`config.mk`:
```
export PLATFORM = sky130hd
export DESIGN_NAME = tcce_cursor_step
export DESIGN_NICKNAME = d
export VERILOG_FILES = /design/src/rtl/core/text_console_cursor_engine_top_assert.svh /design/src/rtl/core/tcce_pkg.sv /design/src/rtl/core/tcce_cursor_step.sv
export SDC_FILE = /design/constraint.sdc
export NUM_CORES = 1
export LEC_CHECK = 0
export ABC_AREA = 1
export BUFFER_PORTS_ARGS = -buffer_cell sky130_fd_sc_hd__buf_4
export CORE_MARGIN = 1
export CORE_UTILIZATION = 50
export DETAILED_ROUTE_END_ITERATION = 10
export PLACE_DENSITY = 0.81
export RECOVER_POWER = 50
export SYNTH_ARGS = -nofsm -noshare
export SYNTH_HDL_FRONTEND = slang
export SYNTH_SLANG_ARGS = --single-unit
```
`constraint.sdc`:
```
create_clock -name vclk -period 2.7
set_input_delay 0.27 -clock vclk [all_inputs]
set_output_delay 0.27 -clock vclk [all_outputs]
set_load 0.03 [all_outputs]
```
`src/rtl/core/text_console_cursor_engine_top_assert.svh`:
```
// Assertion macros for the text console cursor engine.
`ifndef TEXT_CONSOLE_CURSOR_ENGINE_TOP_ASSERT_SVH
`define TEXT_CONSOLE_CURSOR_ENGINE_TOP_ASSERT_SVH
`ifndef SYNTH
// Checked while out of reset.
`define TCCE_ASSERT(lbl, clk, rst_n, prop, msg) \
  lbl: assert property (@(posedge clk) disable iff (!rst_n) prop) else $error(msg);
// Checked at every edge, reset included.
`define TCCE_ASSERT_ALWAYS(lbl, clk, prop, msg) \
  lbl: assert property (@(posedge clk) prop) else $error(msg);
`else
`define TCCE_ASSERT(lbl, clk, rst_n, prop, msg)
`define TCCE_ASSERT_ALWAYS(lbl, clk, prop, msg)
`endif
`endif

```
`src/rtl/core/tcce_pkg.sv`:
```
// Package: geometry, codes, payload types and helpers of the text console engine.
package tcce_pkg;

  localparam int COLUMNS   = 80;
  localparam int ROWS      = 25;
  localparam int TAB_WIDTH = 8;

  localparam int CELLS  = COLUMNS * ROWS;
  localparam int ADDR_W = $clog2(CELLS);
  localparam int COL_W  = $clog2(COLUMNS);
  localparam int ROW_W  = $clog2(ROWS);
  localparam int NCOL_W = $clog2(COLUMNS + TAB_WIDTH);
  localparam int NSTOPS = (COLUMNS + TAB_WIDTH - 1) / TAB_WIDTH;
  localparam int POS_W  = 11;

  localparam logic [1:0] OP_PUT   = 2'd0;
  localparam logic [1:0] OP_CLEAR = 2'd1;
  localparam logic [1:0] OP_READ  = 2'd2;

  localparam logic [7:0] CH_BS    = 8'h08;
  localparam logic [7:0] CH_TAB   = 8'h09;
  localparam logic [7:0] CH_LF    = 8'h0A;
  localparam logic [7:0] CH_CR    = 8'h0D;
  localparam logic [7:0] CH_SPACE = 8'h20;

  localparam logic [7:0]  ATTR_RESET  = 8'h0F;
  localparam logic [15:0] BLANK_RESET = {ATTR_RESET, CH_SPACE};

  typedef struct packed {
    logic [1:0]  opcode;
    logic [7:0]  char_code;
    logic [10:0] cell_address;
  } in_item_t;

  typedef struct packed {
    logic [10:0] cursor_position;
    logic [15:0] cell_data;
    logic        scrolled;
  } out_item_t;

  // Cursor move for one put transaction.
  typedef struct packed {
    logic [COL_W-1:0] col;
    logic [ROW_W-1:0] row;
    logic             wr;
    logic             scroll;
  } cur_step_t;

  // Next tab stop above col; stop positions are elaboration constants.
  function automatic logic [NCOL_W-1:0] tab_stop(input logic [COL_W-1:0] col);
    logic [NCOL_W-1:0] r;
    r = NCOL_W'(TAB_WIDTH);
    for (int i = 0; i < NSTOPS; i++) begin
      if (int'(col) >= i * TAB_WIDTH) begin
        r = NCOL_W'((i + 1) * TAB_WIDTH);
      end
    end
    return r;
  endfunction

  function automatic logic [ADDR_W-1:0] lin_pos(input logic [ROW_W-1:0] row,
                                                input logic [COL_W-1:0] col);
    return ADDR_W'(32'(row) * COLUMNS + 32'(col));
  endfunction

endpackage

```
`src/rtl/core/tcce_cursor_step.sv`:
```
// Cursor update for a put transaction: control codes, advance, wrap and scroll request.
module tcce_cursor_step
  import tcce_pkg::*;
(
  input  logic [COL_W-1:0] col,
  input  logic [ROW_W-1:0] row,
  input  logic [7:0]       char_code,
  output cur_step_t        step
);

  logic [NCOL_W-1:0] ncol;
  logic              row_inc;

  always_comb begin
    ncol    = NCOL_W'(col);
    row_inc = 1'b0;
    step    = '0;
    unique case (char_code)
      CH_BS: begin
        if (col != '0) ncol = NCOL_W'(col) - NCOL_W'(1);
      end
      CH_TAB: ncol = tab_stop(col);
      CH_CR:  ncol = '0;
      CH_LF: begin
        ncol    = '0;
        row_inc = 1'b1;
      end
      default: begin
        if (char_code >= CH_SPACE) begin
          ncol    = NCOL_W'(col) + NCOL_W'(1);
          step.wr = 1'b1;
        end
      end
    endcase
    if (32'(ncol) >= COLUMNS) begin
      ncol    = '0;
      row_inc = 1'b1;
    end
    step.col = COL_W'(ncol);
    step.row = row;
    if (row_inc) begin
      if (32'(row) == ROWS - 1) step.scroll = 1'b1;
      else step.row = row + ROW_W'(1);
    end
  end

endmodule

```
After elaboration in Yosys (flattened, before gate mapping)
Index checks and enable logic that the tools add are counted.
{"block": "op_classes", "bitwise": 0, "mul": 0, "add_sub_neg": 3, "mux": 21, "shifts": 0, "n_reduce_logical": 3, "n_eq_ne": 5, "n_div": 0, "order_cmp": 11}
{"cell": "$mux W7", "n": 11}
{"cell": "$eq A8 B4 Y1 const B", "n": 4}
{"cell": "$ge A7 B6 Y1 const B", "n": 4}
{"cell": "$ge A7 B7 Y1 const B", "n": 3}
{"cell": "$pmux W7 S3", "n": 1}
{"cell": "$mux W5", "n": 3}
{"cell": "$ge A7 B5 Y1 const B", "n": 2}
{"cell": "$ge A8 B6 Y1 const B", "n": 1}
{"cell": "$add A7 B1 Y7 const B", "n": 1}
{"cell": "$ge A7 B4 Y1 const B", "n": 1}
{"cell": "$reduce_bool A7 Y1", "n": 1}
{"cell": "$sub A7 B1 Y7 const B", "n": 1}
{"cell": "$mux W1", "n": 6}
{"cell": "$add A5 B1 Y5 const B", "n": 1}
{"cell": "$eq A5 B5 Y1 const B", "n": 1}
{"cell": "$reduce_or A4 Y1", "n": 1}
{"cell": "$reduce_or A2 Y1", "n": 1}
{"block": "totals", "n_memories": 0, "in_bits": 20, "ramBits": 0, "out_inout_bits": 14, "latchBits": 0, "romBits": 0, "wordCells": 43, "register_bits": 0}

Logic depth before layout (Yosys ltp)
{"block": "depth", "depth_word": 14, "mapped_depth": 13, "mapped_depth_nobuf": 13}

Worst setup path after synthesis
OpenSTA, ideal clock, no wires.
{"block": "synth_path", "kind": "input to output", "from": "in col[0]", "to": "out step[13] (netlist name)", "arrival_ps": 1780, "cell_stages": 10, "n_path_buf": 0, "t_required_ps": 2430, "path_slack_ps": 650, "path_cell_list": "inv_1 > ha_1 > nand2_1 > o21ai_0 > nand2_1 > nand3_2 > nand2_2 > nor2_4 > nand2_4 > a31oi_1"}
{"element": "start, declared", "line_no": "tcce_cursor_step.sv:5", "text": "input logic [COL_W-1:0] col,"}
{"element": "end, declared", "line_no": "tcce_cursor_step.sv:8", "text": "output cur_step_t step"}

==> impl_metrics.yaml <==
setup_path:
  crit_type: "in -> out"
  path_cells: "buf_4, inv_1, ha_1, nand3_2, nor2_8, nor2_4, nand3_1, nand3_1, a22oi_1, clkbuf_1"
  start_kind: "primary input"
  critPathSlowestCell: "clkbuf_1"
  cp_max_fo: 8
  cp.arrival_ns: 2.13
  worstSetupEndpoint: "step[8]"
  crit_buf_inv: 3
  cp.depth: 10
  cpMostUsedCell: "nand3_1"
  crit_family: "simple AND/OR/NAND/NOR gates"
  critPathRequiredTime_ns: 2.43
  crit_path_end_kind: "output pin"
  cp_slowest_stage_delay_ns: 0.33
  cp-startpoint: "col[0]"
grt:
  grt_pass1_vias: 1011
  grt_use_total_pct: 26.7
  grt_max_degree: 12
  antenna_found_initial: 0
  grt_overflow_total: 0
  grt_pass1_wl_microns: 4180
pwr:
  p_seq_share_pct: 0
  peakVddDrop_mv: 0.0972
  total_power_mw: 0.220
  p_clk_share_pct: 0
  swShare_pct: 63.4
  combPwrFrac_pct: 100.0
  switching_power_mw: 0.139
  p_leak_nw: 0.626
  power_density_nw_per_um2: 189
  intPower_mw: 0.0806
floorplan:
  fp.dieW_microns: 44.7
  start_util_pct: 53.3
  ioPinCount: 34
  core_area_sq_um: 1710
  dieArea_sq_um: 1990
  die_height_microns: 44.7
  rows: 15
clock_tree:
  cts-resized-gates: 0
  cts_setup_buffers: 0
  ctsHoldBuffers: 0
sta:
  worst_pin_slew_ns: 0.383
  worst_slack_ns: 0.304
  slew_headroom_pct: 74.4
  period_share_pct: 88.7
  fin_crit_ns: 2.40
  fmax_mhz: 417
  rsz0062_at_grt: "false"
  setup_viol: 0
  hold_viol_final: 0
  fin_tns_setup_ns: 0
  report.final.slew_viol_count: 0
yosys:
  yosysUniqueCellTypes: 29
  synth_area_sq_um: 910
  synth_nets: 185
  synthCells: 160
  seq_area_frac_synth_pct: 0
  ys.warnings.count: 0
  avgSynthCellArea_sq_um: 5.69
final_layout:
  drive_gt1_share_pct: 28.0
  seq_area_sq_um: 0
  area_delta_synth_final_pct: 27.9
  nets: 220
  num_antenna_cells: 0
  final_util_pct: 68.1
  clockBufferCount: 0
  seq_cells: 0
  fill_cells: 167
placed_design:
  hpwl_microns: 2170
  gp_congestion: 0.954
  io_buffers: 34
  pre_cts_ws_ns: 0.423
routing:
  firstDrtPassIters: 4
  drt-vias-per-instance: 5.25
  drt_first_iter_violations: 23
  wl_microns: 2540
  drc_errors: 0
  vias: 1145
  ant_nets: 0
  routedWlPerCell_microns: 11.6
outcome:
  outcome: "complete, no violations"
flow_run:
  maxCapViolCount: 0
worst_hold_path:
  min_path_type: "in -> out"
-- how the worst min path moves through the flow --
stage                start  endpoint  slack (ns)  depth (start not counted)
detailed placement  row[4]   step[6]        0.92                          4
floorplan           row[0]   step[2]        0.78                          2
global placement    row[4]   step[6]        0.92                          4
finish              row[3]   step[5]        0.91                          4
CTS                 row[4]   step[6]        0.92                          4
global route        row[1]   step[3]        0.95                          4
-- synth_stat cells --
cell type,number,share of area [%]
a21oi_1,4,2.2
a21oi_2,2,1.9
a22oi_1,2,1.7
a31oi_1,2,1.4
buf_2,1,0.55
clkinv_1,1,0.41
ha_1,5,6.9
inv_1,18,7.4
inv_2,1,0.41
inv_4,1,0.69
nand2_1,48,20
nand2_2,4,2.8
nand2_4,3,3.7
nand2_8,1,2.2
nand3_1,17,9.4
nand3_2,2,2.2
nand3_4,1,1.9
nand4_1,8,5.5
nor2_1,13,5.4
nor2_2,3,2.1
nor2_4,5,6.2
nor2_8,1,2.2
nor3_1,1,0.55
o211ai_1,1,0.83
o21a_1,1,0.83
o21ai_0,6,3.3
o21ai_2,1,0.96
xnor2_1,1,0.96
xor2_1,6,5.8
-- layout make-up --
class / instances / area (sq um) / share of cell area [%]
multi-input cells: 138 / 811 / 69.7
repair buffers: 34 / 240 / 20.6
inverters: 21 / 81.3 / 6.99
well taps: 25 / 31.3 / 2.69
-- power by group through the flow --
stage / clock network (mW) / registers [mW] / logic [mW]
floorplan: 0 / 0 / 0.141
global placement: 0 / 0 / 0.222
detailed placement: 0 / 0 / 0.225
CTS: 0 / 0 / 0.226
global route: 0 / 0 / 0.241
finish: 0 / 0 / 0.220
-- cells by family after synthesis --
logic type	Yosys count	share of synthesized area, %
AO/OA/AOI/OAI	19	13.1
adder cells (fa/ha/maj)	5	6.88
buffers and inverters	22	9.49
AND/OR/NAND/NOR	107	63.8
XOR/XNOR	7	6.74
-- layout by cell type (no fill, tap or decap), types with 3 or more instances in the layout --
master | netlist | final
nor2_2 | 3 | 3
nor2_1 | 13 | 13
ha_1 | 5 | 5
nand2_1 | 48 | 48
clkbuf_1 | 0 | 4
o21ai_0 | 6 | 6
a21oi_1 | 4 | 4
nand3_1 | 17 | 18
xor2_1 | 6 | 6
inv_1 | 18 | 18
nand2_4 | 3 | 3
nand4_1 | 8 | 8
nor2_4 | 5 | 5
buf_4 | 0 | 30
nand2_2 | 4 | 4
-- routing by layer --
layer | GRT usage (%) | vias to the layer above | share of wire (%)
li1 | - | 590 | -
met1 | 33.7 | 510 | 42
met2 | 51.8 | 40 | 53
met3 | 0.408 | 5 | 3.9
met4 | 1.82 | 0 | 0.91
met5 | 0 | - | 0
-- worst min-delay path, stage by stage --
cell	delay [ns]
buf_4	0.09
nand3_1	0.07
nand2_1	0.07
buf_4	0.15
-- through the flow --
| step | std cells | hold slack, ns | instance area [sq um] |
|---|---|---|---|
| after floorplan | 160 | 0.781 | 910 |
| after global placement | 218 | 0.925 | 1190 |
| after detailed placement | 218 | 0.915 | 1190 |
| after CTS | 218 | 0.915 | 1190 |
| after global routing | 218 | 0.954 | 1160 |
| final | 218 | 0.913 | 1160 |
Power figures use the tool's default switching activity.
